--- config.mk ---
export PLATFORM = sky130hd
export DESIGN_NAME = four_point_chain_geometry_top
export DESIGN_NICKNAME = d
export VERILOG_FILES = /design/src/rtl/fpcg_pkg.sv /design/src/rtl/fpcg_front.sv /design/src/rtl/fpcg_queue.sv /design/src/rtl/fpcg_isqrt.sv /design/src/rtl/fpcg_back.sv /design/src/rtl/four_point_chain_geometry_top.sv
export SDC_FILE = /design/constraint.sdc
export NUM_CORES = 2
export LEC_CHECK = 0
export BUFFER_PORTS_ARGS = -buffer_cell sky130_fd_sc_hd__buf_2
export CAP_MARGIN = 25
export CELL_PAD_IN_SITES_DETAIL_PLACEMENT = 0
export CELL_PAD_IN_SITES_GLOBAL_PLACEMENT = 1
export CORE_MARGIN = 2
export CORE_UTILIZATION = 30
export CTS_BUF_LIST = sky130_fd_sc_hd__clkbuf_8 sky130_fd_sc_hd__clkbuf_16
export DETAILED_ROUTE_END_ITERATION = 8
export GPL_ROUTABILITY_DRIVEN = 0
export GPL_TIMING_DRIVEN = 0
export HOLD_SLACK_MARGIN = 0.02
export PLACE_DENSITY = 0.61
export SLEW_MARGIN = 10
export SYNTH_ARGS = -nofsm -noshare
export SYNTH_HDL_FRONTEND = slang
export SYNTH_HIERARCHICAL = 1
export SYNTH_SLANG_ARGS = --single-unit
export TNS_END_PERCENT = 50
--- constraint.sdc ---
create_clock -name clock -period 14.4 [get_ports clock]
set_input_delay 2.88 -clock clock [delete_from_list [all_inputs] [get_ports clock]]
set_output_delay 2.88 -clock clock [all_outputs]
set_load 0.01 [all_outputs]
--- src/rtl/fpcg_pkg.sv ---
// Package for the four point chain geometry block: word types, group type,
// constants and the pair order table. Used by fpcg_front, fpcg_queue, fpcg_back and the top level.
`default_nettype none
package fpcg_pkg;

   localparam int COORD_FRAC_BITS = 6;
   localparam int QUEUE_DEPTH = 2;
   localparam logic [16:0] ONE_PIXEL = 17'(1 << COORD_FRAC_BITS);
   localparam logic [2:0] LAST_PAIR = 3'd5;

   typedef struct packed {
      logic [15:0] file_num;
      logic [23:0] frame_num;
      logic [15:0] x_coord;
      logic [15:0] y_coord;
      logic [15:0] charge;
   } req_type;

   typedef struct packed {
      logic [15:0] file_num_out;
      logic [23:0] frame_num_out;
      logic [15:0] centroid_x;
      logic [15:0] centroid_y;
      logic [16:0] span_length;
      logic [15:0] near_ratio;
      logic [15:0] far_ratio;
      logic [15:0] charge_first;
      logic [15:0] charge_second;
      logic [15:0] charge_third;
      logic [15:0] charge_last;
      logic        degenerate;
   } rsp_type;

   // one complete group of four hits, as queued between front and back
   typedef struct packed {
      logic [15:0]       file_num;
      logic [23:0]       frame_num;
      logic [3:0][15:0]  hit_x;
      logic [3:0][15:0]  hit_y;
      logic [3:0][15:0]  hit_charge;
   } group_type;

   // pair order (0,1),(0,2),(0,3),(1,2),(1,3),(2,3)
   function automatic logic [1:0] pair_first(input logic [2:0] p);
      logic [1:0] r;
      unique case (p)
         3'd0, 3'd1, 3'd2: r = 2'd0;
         3'd3, 3'd4:       r = 2'd1;
         default:          r = 2'd2;
      endcase
      return r;
   endfunction

   function automatic logic [1:0] pair_second(input logic [2:0] p);
      logic [1:0] r;
      unique case (p)
         3'd0:       r = 2'd1;
         3'd1, 3'd3: r = 2'd2;
         default:    r = 2'd3;
      endcase
      return r;
   endfunction

endpackage
`default_nettype wire

--- src/rtl/fpcg_front.sv ---
// Front part: gathers four hit words into one group and hands it to the queue.
// Depends on fpcg_pkg.
`default_nettype none
module fpcg_front (
   input  wire                  clock,
   input  wire                  reset,
   input  wire                  accept,
   input  fpcg_pkg::req_type    req_data,
   output logic                 push,
   output fpcg_pkg::group_type  push_group
);

   logic [1:0]          slot_ff;
   fpcg_pkg::group_type grp_ff;

   always_ff @(posedge clock) begin
      if (reset) begin
         slot_ff <= 2'd0;
      end else if (accept) begin
         slot_ff <= slot_ff + 2'd1;
      end
   end

   always_ff @(posedge clock) begin
      if (accept) begin
         if (slot_ff == 2'd0) begin
            grp_ff.file_num  <= req_data.file_num;
            grp_ff.frame_num <= req_data.frame_num;
         end
         grp_ff.hit_x[slot_ff]      <= req_data.x_coord;
         grp_ff.hit_y[slot_ff]      <= req_data.y_coord;
         grp_ff.hit_charge[slot_ff] <= req_data.charge;
      end
   end

   // merge the fourth hit on its way into the queue
   always_comb begin
      push_group               = grp_ff;
      push_group.hit_x[3]      = req_data.x_coord;
      push_group.hit_y[3]      = req_data.y_coord;
      push_group.hit_charge[3] = req_data.charge;
   end

   assign push = accept && (slot_ff == 2'd3);

endmodule
`default_nettype wire

--- src/rtl/fpcg_queue.sv ---
// Two-entry group queue between the front and the back part.
// Depends on fpcg_pkg.
`default_nettype none
module fpcg_queue (
   input  wire                  clock,
   input  wire                  reset,
   input  wire                  push,
   input  fpcg_pkg::group_type  push_group,
   input  wire                  pop,
   output fpcg_pkg::group_type  head,
   output logic                 empty,
   output logic                 full
);

   fpcg_pkg::group_type mem_ff [fpcg_pkg::QUEUE_DEPTH];
   logic       wr_ptr_ff;
   logic       rd_ptr_ff;
   logic [1:0] count_ff;

   always_ff @(posedge clock) begin
      if (reset) begin
         wr_ptr_ff <= 1'b0;
         rd_ptr_ff <= 1'b0;
         count_ff  <= 2'd0;
      end else begin
         if (push) begin
            wr_ptr_ff <= ~wr_ptr_ff;
         end
         if (pop) begin
            rd_ptr_ff <= ~rd_ptr_ff;
         end
         if (push && !pop) begin
            count_ff <= count_ff + 2'd1;
         end else if (pop && !push) begin
            count_ff <= count_ff - 2'd1;
         end
      end
   end

   always_ff @(posedge clock) begin
      if (push) begin
         mem_ff[wr_ptr_ff] <= push_group;
      end
   end

   assign head  = mem_ff[rd_ptr_ff];
   assign empty = (count_ff == 2'd0);
   assign full  = (count_ff == 2'(fpcg_pkg::QUEUE_DEPTH));

endmodule
`default_nettype wire

--- src/rtl/fpcg_isqrt.sv ---
// Integer square root of a 34-bit value, one result bit per cycle.
// Shared by the span and line length steps of fpcg_back.
`default_nettype none
module fpcg_isqrt (
   input  wire          clock,
   input  wire          reset,
   input  wire          go,
   input  wire  [33:0]  value,
   output logic [16:0]  root,
   output logic         done
);

   logic [33:0] v_ff;
   logic [33:0] r_ff;
   logic [33:0] bit_ff;
   logic        run_ff;
   logic        done_ff;
   logic [34:0] trial;

   assign trial = {1'b0, r_ff} + {1'b0, bit_ff};

   always_ff @(posedge clock) begin
      if (reset) begin
         run_ff  <= 1'b0;
         done_ff <= 1'b0;
      end else begin
         done_ff <= run_ff && bit_ff[0];
         if (go) begin
            run_ff <= 1'b1;
         end else if (run_ff && bit_ff[0]) begin
            run_ff <= 1'b0;
         end
      end
   end

   always_ff @(posedge clock) begin
      if (go) begin
         v_ff   <= value;
         r_ff   <= 34'd0;
         bit_ff <= 34'd1 << 32;
      end else if (run_ff) begin
         if ({1'b0, v_ff} >= trial) begin
            v_ff <= v_ff - trial[33:0];
            r_ff <= (r_ff >> 1) + bit_ff;
         end else begin
            r_ff <= r_ff >> 1;
         end
         bit_ff <= bit_ff >> 2;
      end
   end

   assign root = r_ff[16:0];
   assign done = done_ff;

endmodule
`default_nettype wire

--- src/rtl/fpcg_back.sv ---
// Back part: takes one queued group and works out centroid, span, ordering and ratios
// with one shared multiplier, the square root unit and a bit-serial divider.
// Depends on fpcg_pkg and fpcg_isqrt.
`default_nettype none
module fpcg_back (
   input  wire                  clock,
   input  wire                  reset,
   input  fpcg_pkg::group_type  head,
   input  wire                  empty,
   output logic                 pop,
   output logic                 rsp_valid,
   output fpcg_pkg::rsp_type    rsp_data
);

   localparam logic [4:0] ST_IDLE   = 5'd0;
   localparam logic [4:0] ST_PSQX   = 5'd1;
   localparam logic [4:0] ST_PSQY   = 5'd2;
   localparam logic [4:0] ST_PCMP   = 5'd3;
   localparam logic [4:0] ST_SPAN   = 5'd4;
   localparam logic [4:0] ST_SPWAIT = 5'd5;
   localparam logic [4:0] ST_LINE   = 5'd6;
   localparam logic [4:0] ST_LSQX   = 5'd7;
   localparam logic [4:0] ST_LSQY   = 5'd8;
   localparam logic [4:0] ST_LEN    = 5'd9;
   localparam logic [4:0] ST_LWAIT  = 5'd10;
   localparam logic [4:0] ST_DEN    = 5'd11;
   localparam logic [4:0] ST_TA     = 5'd12;
   localparam logic [4:0] ST_TB     = 5'd13;
   localparam logic [4:0] ST_ORDER  = 5'd14;
   localparam logic [4:0] ST_DINIT  = 5'd15;
   localparam logic [4:0] ST_DIV    = 5'd16;
   localparam logic [4:0] ST_OUT    = 5'd17;

   logic [4:0]        state_ff, state_in;
   logic [15:0]       file_ff;
   logic [23:0]       frame_ff;
   logic [3:0][15:0]  hx_ff, hy_ff, hq_ff;
   logic [2:0]        pair_ff;
   logic [33:0]       best_ff, sq_ff, d2_ff, den_ff;
   logic [1:0]        e1_ff, e2_ff, m0_ff, m1_ff, ord1_ff, ord2_ff, k_ff;
   logic [16:0]       span_ff, len_ff, x1s_ff;
   logic [15:0]       y1_ff;
   logic signed [17:0] ldx_ff;
   logic signed [16:0] ldy_ff;
   logic signed [35:0] t_ff;
   logic [1:0][35:0]  ac_ff, ap_ff;
   logic [35:0]       near_c_ff, far_c_ff, rem_ff;
   logic [15:0]       quo_ff, near_r_ff, far_r_ff;
   logic [3:0]        cnt_ff;
   logic              div_sel_ff, degen_ff;
   logic              rsp_valid_ff;
   fpcg_pkg::rsp_type rsp_data_ff;

   logic [1:0]         pa, pb, mid, m0_c, m1_c;
   logic signed [16:0] dxp, dyp, yd;
   logic signed [17:0] xd;
   logic signed [17:0] mul_a, mul_b;
   logic signed [35:0] prod;
   logic signed [36:0] tsum;
   logic [35:0]        tabs, num;
   logic [36:0]        rem2;
   logic               sq_go, sq_done;
   logic [33:0]        sq_val;
   logic [16:0]        sq_root;
   logic [16:0]        x1_ext;
   logic [17:0]        sum_x, sum_y;

   fpcg_isqrt u_isqrt (
      .clock (clock),
      .reset (reset),
      .go    (sq_go),
      .value (sq_val),
      .root  (sq_root),
      .done  (sq_done)
   );

   assign pa  = fpcg_pkg::pair_first(pair_ff);
   assign pb  = fpcg_pkg::pair_second(pair_ff);
   assign dxp = $signed({1'b0, hx_ff[pb]}) - $signed({1'b0, hx_ff[pa]});
   assign dyp = $signed({1'b0, hy_ff[pb]}) - $signed({1'b0, hy_ff[pa]});

   assign mid = k_ff[1] ? m1_ff : m0_ff;
   assign xd  = $signed({2'b00, hx_ff[mid]}) - $signed({1'b0, x1s_ff});
   assign yd  = $signed({1'b0, hy_ff[mid]}) - $signed({1'b0, y1_ff});

   // the two hits that are not end points, in ascending index order
   always_comb begin
      m0_c = 2'd0;
      m1_c = 2'd0;
      priority if (e1_ff != 2'd0 && e2_ff != 2'd0) begin
         m0_c = 2'd0;
         m1_c = (e1_ff != 2'd1 && e2_ff != 2'd1) ? 2'd1 :
                ((e1_ff != 2'd2 && e2_ff != 2'd2) ? 2'd2 : 2'd3);
      end else if (e1_ff != 2'd1 && e2_ff != 2'd1) begin
         m0_c = 2'd1;
         m1_c = (e1_ff != 2'd2 && e2_ff != 2'd2) ? 2'd2 : 2'd3;
      end else begin
         m0_c = 2'd2;
         m1_c = 2'd3;
      end
   end

   always_comb begin
      mul_a = 18'sd0;
      mul_b = 18'sd0;
      unique case (state_ff)
         ST_PSQX: begin
            mul_a = 18'(dxp);
            mul_b = 18'(dxp);
         end
         ST_PSQY: begin
            mul_a = 18'(dyp);
            mul_b = 18'(dyp);
         end
         ST_LSQX: begin
            mul_a = ldx_ff;
            mul_b = ldx_ff;
         end
         ST_LSQY: begin
            mul_a = 18'(ldy_ff);
            mul_b = 18'(ldy_ff);
         end
         ST_DEN: begin
            mul_a = $signed({1'b0, len_ff});
            mul_b = $signed({1'b0, span_ff});
         end
         ST_TA: begin
            mul_a = ldx_ff;
            mul_b = k_ff[0] ? xd : 18'(yd);
         end
         ST_TB: begin
            mul_a = 18'(ldy_ff);
            mul_b = k_ff[0] ? 18'(yd) : xd;
         end
         default: begin
            mul_a = 18'sd0;
            mul_b = 18'sd0;
         end
      endcase
   end

   assign prod = mul_a * mul_b;
   // cross: t - dy*xd, projection: t + dy*yd
   assign tsum = k_ff[0] ? (37'(t_ff) + 37'(prod)) : (37'(t_ff) - 37'(prod));
   assign tabs = tsum[36] ? 36'(-tsum) : tsum[35:0];

   assign num  = div_sel_ff ? far_c_ff : near_c_ff;
   assign rem2 = {rem_ff, 1'b0};

   assign sq_go  = (state_ff == ST_SPAN && best_ff != 34'd0) || (state_ff == ST_LEN);
   assign sq_val = (state_ff == ST_SPAN) ? best_ff : d2_ff;
   assign x1_ext = {1'b0, hx_ff[e1_ff]};
   assign pop    = (state_ff == ST_IDLE) && !empty;

   assign sum_x = 18'(hx_ff[0]) + 18'(hx_ff[1]) + 18'(hx_ff[2]) + 18'(hx_ff[3]);
   assign sum_y = 18'(hy_ff[0]) + 18'(hy_ff[1]) + 18'(hy_ff[2]) + 18'(hy_ff[3]);

   always_comb begin
      state_in = state_ff;
      unique case (state_ff)
         ST_IDLE:   if (!empty) state_in = ST_PSQX;
         ST_PSQX:   state_in = ST_PSQY;
         ST_PSQY:   state_in = ST_PCMP;
         ST_PCMP:   state_in = (pair_ff == fpcg_pkg::LAST_PAIR) ? ST_SPAN : ST_PSQX;
         ST_SPAN:   state_in = (best_ff == 34'd0) ? ST_OUT : ST_SPWAIT;
         ST_SPWAIT: if (sq_done) state_in = ST_LINE;
         ST_LINE:   state_in = ST_LSQX;
         ST_LSQX:   state_in = ST_LSQY;
         ST_LSQY:   state_in = ST_LEN;
         ST_LEN:    state_in = ST_LWAIT;
         ST_LWAIT:  if (sq_done) state_in = ST_DEN;
         ST_DEN:    state_in = ST_TA;
         ST_TA:     state_in = ST_TB;
         ST_TB:     state_in = (k_ff == 2'd3) ? ST_ORDER : ST_TA;
         ST_ORDER:  state_in = ST_DINIT;
         ST_DINIT: begin
            if (num >= {2'b00, den_ff}) begin
               state_in = div_sel_ff ? ST_OUT : ST_DINIT;
            end else begin
               state_in = ST_DIV;
            end
         end
         ST_DIV: begin
            if (cnt_ff == 4'd15) begin
               state_in = div_sel_ff ? ST_OUT : ST_DINIT;
            end
         end
         ST_OUT:    state_in = ST_IDLE;
         default:   state_in = ST_IDLE;
      endcase
   end

   always_ff @(posedge clock) begin
      if (reset) begin
         state_ff     <= ST_IDLE;
         rsp_valid_ff <= 1'b0;
      end else begin
         state_ff     <= state_in;
         rsp_valid_ff <= (state_ff == ST_OUT);
      end
   end

   always_ff @(posedge clock) begin
      unique case (state_ff)
         ST_IDLE: begin
            file_ff  <= head.file_num;
            frame_ff <= head.frame_num;
            hx_ff    <= head.hit_x;
            hy_ff    <= head.hit_y;
            hq_ff    <= head.hit_charge;
            pair_ff  <= 3'd0;
            best_ff  <= 34'd0;
            e1_ff    <= 2'd0;
            e2_ff    <= 2'd0;
            degen_ff <= 1'b0;
         end
         ST_PSQX: sq_ff <= prod[33:0];
         ST_PSQY: d2_ff <= sq_ff + prod[33:0];
         ST_PCMP: begin
            if (d2_ff > best_ff) begin
               best_ff <= d2_ff;
               e1_ff   <= pa;
               e2_ff   <= pb;
            end
            pair_ff <= pair_ff + 3'd1;
         end
         ST_SPAN: degen_ff <= (best_ff == 34'd0);
         ST_SPWAIT: if (sq_done) span_ff <= sq_root;
         ST_LINE: begin
            // move end one by a pixel when the end points share x
            if (hx_ff[e1_ff] == hx_ff[e2_ff]) begin
               x1s_ff <= x1_ext + fpcg_pkg::ONE_PIXEL;
               ldx_ff <= -$signed(18'(fpcg_pkg::ONE_PIXEL));
            end else begin
               x1s_ff <= x1_ext;
               ldx_ff <= $signed({2'b00, hx_ff[e2_ff]}) - $signed({2'b00, hx_ff[e1_ff]});
            end
            y1_ff  <= hy_ff[e1_ff];
            ldy_ff <= $signed({1'b0, hy_ff[e2_ff]}) - $signed({1'b0, hy_ff[e1_ff]});
            m0_ff  <= m0_c;
            m1_ff  <= m1_c;
         end
         ST_LSQX: sq_ff <= prod[33:0];
         ST_LSQY: d2_ff <= sq_ff + prod[33:0];
         ST_LWAIT: if (sq_done) len_ff <= sq_root;
         ST_DEN: begin
            den_ff <= prod[33:0];
            k_ff   <= 2'd0;
         end
         ST_TA: t_ff <= prod;
         ST_TB: begin
            if (k_ff[0]) begin
               ap_ff[k_ff[1]] <= tabs;
            end else begin
               ac_ff[k_ff[1]] <= tabs;
            end
            k_ff <= k_ff + 2'd1;
         end
         ST_ORDER: begin
            // lower-index middle hit wins a tie
            if (ap_ff[0] > ap_ff[1]) begin
               near_c_ff <= ac_ff[1];
               far_c_ff  <= ac_ff[0];
               ord1_ff   <= m1_ff;
               ord2_ff   <= m0_ff;
            end else begin
               near_c_ff <= ac_ff[0];
               far_c_ff  <= ac_ff[1];
               ord1_ff   <= m0_ff;
               ord2_ff   <= m1_ff;
            end
            div_sel_ff <= 1'b0;
         end
         ST_DINIT: begin
            if (num >= {2'b00, den_ff}) begin
               // saturate a ratio of one or more
               if (div_sel_ff) begin
                  far_r_ff <= 16'hFFFF;
               end else begin
                  near_r_ff <= 16'hFFFF;
               end
               div_sel_ff <= 1'b1;
            end else begin
               rem_ff <= num;
               quo_ff <= 16'd0;
               cnt_ff <= 4'd0;
            end
         end
         ST_DIV: begin
            if (rem2 >= {3'b000, den_ff}) begin
               rem_ff <= 36'(rem2 - {3'b000, den_ff});
               quo_ff <= {quo_ff[14:0], 1'b1};
            end else begin
               rem_ff <= rem2[35:0];
               quo_ff <= {quo_ff[14:0], 1'b0};
            end
            cnt_ff <= cnt_ff + 4'd1;
            if (cnt_ff == 4'd15) begin
               if (div_sel_ff) begin
                  far_r_ff <= {quo_ff[14:0], rem2 >= {3'b000, den_ff}};
               end else begin
                  near_r_ff <= {quo_ff[14:0], rem2 >= {3'b000, den_ff}};
               end
               div_sel_ff <= 1'b1;
            end
         end
         ST_OUT: begin
            rsp_data_ff.file_num_out  <= file_ff;
            rsp_data_ff.frame_num_out <= frame_ff;
            rsp_data_ff.centroid_x    <= sum_x[17:2];
            rsp_data_ff.centroid_y    <= sum_y[17:2];
            rsp_data_ff.degenerate    <= degen_ff;
            if (degen_ff) begin
               rsp_data_ff.span_length   <= 17'd0;
               rsp_data_ff.near_ratio    <= 16'd0;
               rsp_data_ff.far_ratio     <= 16'd0;
               rsp_data_ff.charge_first  <= hq_ff[0];
               rsp_data_ff.charge_second <= hq_ff[1];
               rsp_data_ff.charge_third  <= hq_ff[2];
               rsp_data_ff.charge_last   <= hq_ff[3];
            end else begin
               rsp_data_ff.span_length   <= span_ff;
               rsp_data_ff.near_ratio    <= near_r_ff;
               rsp_data_ff.far_ratio     <= far_r_ff;
               rsp_data_ff.charge_first  <= hq_ff[e1_ff];
               rsp_data_ff.charge_second <= hq_ff[ord1_ff];
               rsp_data_ff.charge_third  <= hq_ff[ord2_ff];
               rsp_data_ff.charge_last   <= hq_ff[e2_ff];
            end
         end
         default: begin
         end
      endcase
   end

   assign rsp_valid = rsp_valid_ff;
   assign rsp_data  = rsp_data_ff;

endmodule
`default_nettype wire

--- src/rtl/four_point_chain_geometry_top.sv ---
// Top level of the four point chain geometry block: front, group queue, back.
// Depends on fpcg_pkg, fpcg_front, fpcg_queue and fpcg_back.
//
//   channel   ports                     handshake
//   request   start, busy, req_data     word taken when start & !busy
//   response  rsp_valid, rsp_data       strobe, one cycle, never held off
//
// A hit word is taken in the cycle that start is high and busy low; every fourth word closes a group.
// The back part takes one group at a time: the pair scan, a 17-step square root for
// the span and another for the line length, then the two 16-step ratio divisions.
// A saturated ratio skips its division; coincident hits skip everything but the pair scan.
// busy rises only while the two-entry group queue is full.
// Synchronous active-high reset empties the queue and restarts the group count.
`default_nettype none
module four_point_chain_geometry_top (
   input  wire                clock,
   input  wire                reset,
   input  wire                start,
   output logic               busy,
   input  fpcg_pkg::req_type  req_data,
   output logic               rsp_valid,
   output fpcg_pkg::rsp_type  rsp_data
);

   logic                accept;
   logic                push, pop, empty, full;
   fpcg_pkg::group_type push_group, head;

   assign accept = start && !busy;
   assign busy   = full;

   fpcg_front u_front (
      .clock      (clock),
      .reset      (reset),
      .accept     (accept),
      .req_data   (req_data),
      .push       (push),
      .push_group (push_group)
   );

   fpcg_queue u_queue (
      .clock      (clock),
      .reset      (reset),
      .push       (push),
      .push_group (push_group),
      .pop        (pop),
      .head       (head),
      .empty      (empty),
      .full       (full)
   );

   fpcg_back u_back (
      .clock     (clock),
      .reset     (reset),
      .head      (head),
      .empty     (empty),
      .pop       (pop),
      .rsp_valid (rsp_valid),
      .rsp_data  (rsp_data)
   );

endmodule
`default_nettype wire
==> flow_summary_export.csv <==
group,metric,value,unit
synthesis,synth_edf_count,1695,
cells_and_area,syn_to_final_growth,17.5,%
synthesis,synth_fp_nets,9033,
sta,drv_slew,0,
cts,cts_buffers,196,
worst_setup_path,worstSetupPathType,"reg2reg",
synthesis,syn-instance-count,8028,
worst_setup_path,critical_path_peak_fanout,10,
grt,grt_remaining_overflow,0,
cts,cts.path.max_buffers,4,
synthesis,synthSimpleGateAreaFrac,0.0893,
detailed_routing,wl_per_cell,22.8,µm
detailed_routing,wirelength,301000,µm
flow_run,maxCapViolations,0,
worst_setup_path,required,15.00,ns
synthesis,synth.area.mux_share,0.0815,
detailed_routing,vias,66500,
synthesis,synth-seq-area-share,0.518,
floorplan,die_w,584,µm
worst_setup_path,crit_arrival,14.62,ns
cts,clkLatencyLatePin,0.91,ns
cts,cts_sinks,1761,
cells_and_area,layout.nets,9685,
grt,grt_max_degree,105,
synthesis,synth-seq-cells,1761,
synthesis,ys.warnings.count,6,
sta,slew_headroom,0.116,
grt,grt_antenna_before_repair,26,
cells_and_area,final_layout_size_suffix_gt1_frac,0.192,
floorplan,die_y,584,µm
sta,hold_viol_final,0,
floorplan,io_pins,279,
placed_design,place_inst,12800,
floorplan,num_rows,212,
detailed_routing,initialDrtViolationCount,5901,
min_path,hold_class,"reg2reg",
detailed_routing,ant_nets,0,
worst_setup_path,cpPeakStageDelay,0.58,ns
synthesis,synthXorXnorAreaFrac,0.0289,
sta,timing.final.crit_period,14.02,ns
placed_design,port_buffers,278,
detailed_routing,drt_pass1_iterations,9,
floorplan,initial_core_util,0.302,
sta,max_freq,71.3,MHz
sta,setup_viol,0,
cts,cts-root-buf,"clkbuf_16",
synthesis,syn_area,101000,µm²
synthesis,synth_top_family_by_area,"adder cells",
synthesis,synthAdderAreaFrac,0.143,
cts,cts_tree,"yes",
grt,grt_pass1_vias,67800,
floorplan,fp.coreArea,334000,µm²
worst_setup_path,slowest_stage,"fa_1",
detailed_routing,drcViolationCount,0,
cells_and_area,fin_util,0.355,
cts,ctsHtreeMaxLevel,4,
status,status,"finished clean",
synthesis,synth_compound_area_frac,0.0929,
synthesis,synth-async-reset-ratio,0,
worst_setup_path,setup.worst_path.start_class,"register",
detailed_routing,drt-vias-per-instance,5.03,
sta,tightestPinTransition,1.33,ns
synthesis,synthDistinctLibCells,109,
cells_and_area,final_cells,13200,
placed_design,hpwl,230000,µm
sta,finalSetupTns,0,ns
worst_setup_path,cp-end-kind,"register",
floorplan,die-area,341000,µm²
grt,grt_util_all_layers,0.173,
sta,skew,0.119,ns
cts,hold_buffers,0,
synthesis,syn_avg_cell_area,12.6,µm²
sta,period_share,0.973,
cts,clk_pin_slew,0.06,ns
grt,grt_pass1_wl,442000,µm
synthesis,synth_ff_type,"edfxtp_1",
==> final cells by class <==
class	instances	area (µm²)
antenna	4	10.0
buffer	333	2030
clock buffer	198	4950
clock inverter	150	1480
fill	32500	215000
inverter	758	2860
multi-input combinational	5158	45700
sequential	1761	52200
tap	4387	5490
timing repair buffer	472	3750
==> layout by cell type (no fill, tap or decap), types with 201 or more instances in the layout <==
master	count
a21oi_1	338
buf_2	293
clkbuf_16	201
edfxtp_1	1695
fa_1	400
ha_1	492
inv_1	772
nand2_1	593
nor2_1	499
o21ai_0	328
==> metal layers <==
layer	global-route usage	vias up	routed length [µm]
li1	-	30300	-
met4	0.0631	30	12300
met5	0	-	184
met2	0.286	2079	141000
met1	0.225	33600	127000
met3	0.0333	529	20100
==> synth_stat cells, types with 17 or more instances <==
library cell | number | share of area
nor3b_1 | 17 | 0.0013
dfxtp_1 | 66 | 0.013
and4_1 | 20 | 0.0017
buf_6 | 24 | 0.0027
o21ai_0 | 354 | 0.018
nor3_1 | 86 | 0.0043
a31oi_1 | 61 | 0.0038
inv_1 | 757 | 0.028
edfxtp_1 | 1695 | 0.50
a21o_1 | 139 | 0.010
a22oi_1 | 39 | 0.0029
buf_4 | 66 | 0.0049
mux2_2 | 188 | 0.021
xor2_1 | 128 | 0.011
nand3_1 | 82 | 0.0041
buf_1 | 24 | 0.00089
and2_1 | 78 | 0.0048
nand2b_1 | 74 | 0.0046
mux2_4 | 180 | 0.027
nor2_1 | 512 | 0.019
o211ai_1 | 48 | 0.0036
mux4_2 | 94 | 0.021
nor2b_1 | 145 | 0.0090
nand2_1 | 598 | 0.022
a211oi_1 | 38 | 0.0028
or3_1 | 28 | 0.0017
mux2i_1 | 126 | 0.013
and3_1 | 64 | 0.0040
a221oi_1 | 27 | 0.0023
nor4_1 | 22 | 0.0014
or2_2 | 37 | 0.0023
o31ai_1 | 23 | 0.0017
a21oi_1 | 358 | 0.018
o21ai_1 | 26 | 0.0013
xnor2_1 | 203 | 0.018
a21boi_0 | 32 | 0.0024
clkbuf_1 | 219 | 0.0082
nand4_1 | 64 | 0.0040
ha_1 | 510 | 0.063
o21a_1 | 55 | 0.0041
fa_1 | 404 | 0.080
a222oi_1 | 39 | 0.0039
o21bai_1 | 29 | 0.0022
==> state kept, by name, indices dropped and copies added (netlist names), 24 cells and up, named ones only <==
register / count
u_back/rem_ff: 36
u_queue/mem_ff: 464
u_back/ac_ff: 72
u_back/best_ff: 34
u_back/u_isqrt/v_ff: 34
u_back/sq_ff: 34
u_front/push_group: 184
u_back/far_c_ff: 36
u_back/rsp_data: 186
u_back/near_c_ff: 36
u_back/hx_ff: 64
u_back/t_ff: 36
u_back/ap_ff: 72
u_back/den_ff: 34
u_back/u_isqrt/r_ff: 34
u_back/d2_ff: 34
u_back/hq_ff: 64
u_back/frame_ff: 24
u_back/hy_ff: 64
==> final timing paths <==
path	slack, ns	depth (start not counted)	to	from
worst max register to register	0.38	59	u_back/ap_ff[42]	u_back/pair_ff[2]
worst min-delay path	0.41	0	u_back/rsp_data[158]	u_back/frame_ff[12]
worst min register to register	0.41	0	u_back/rsp_data[158]	u_back/frame_ff[12]
worst max-delay path	0.38	59	u_back/ap_ff[42]	u_back/pair_ff[2]
==> kinds of logic after synthesis <==
logic type | count (synthesis)
fa+ha+maj | 914
compound gates | 1441
xor+xnor | 332
mux | 589
buf+inv | 1109
flops | 1761
simple gates | 1882
==> repair_timing <==
action                                  in CTS  in global routing
buffers inserted                            73                 37
endpoints found under the setup margin     153                140
gates cloned                                 1                  1
pin swaps                                   44                 57
gates resized for setup                    255                155
==> per-stage QoR <==
| stage | hold slack, ns | setup WS (ns) | cell area, µm² |
|---|---|---|---|
| floorplan | 0.400 | 0.107 | 101000 |
| finish | 0.412 | 0.384 | 118000 |
| detailed placement | 0.405 | -4.40 | 109000 |
| CTS | 0.409 | 0.0245 | 117000 |
| global route | 0.407 | -0.150 | 118000 |
| global placement | 0.403 | -7.71 | 108000 |
==> critical path, delay by kind of cell (launching register included) <==
| kind | cells | cell delay (ns) |
|---|---|---|
| fa+ha+maj | 11 | 4.76 |
| simple gates | 9 | 1.42 |
| flops | 1 | 0.57 |
| xor+xnor | 5 | 1.00 |
| compound gates | 21 | 4.07 |
| buf+inv | 13 | 1.96 |
Power is left out: the tool's default activity adds up to more than one toggle a clock period on the data nets, which glitch-free logic cannot reach.
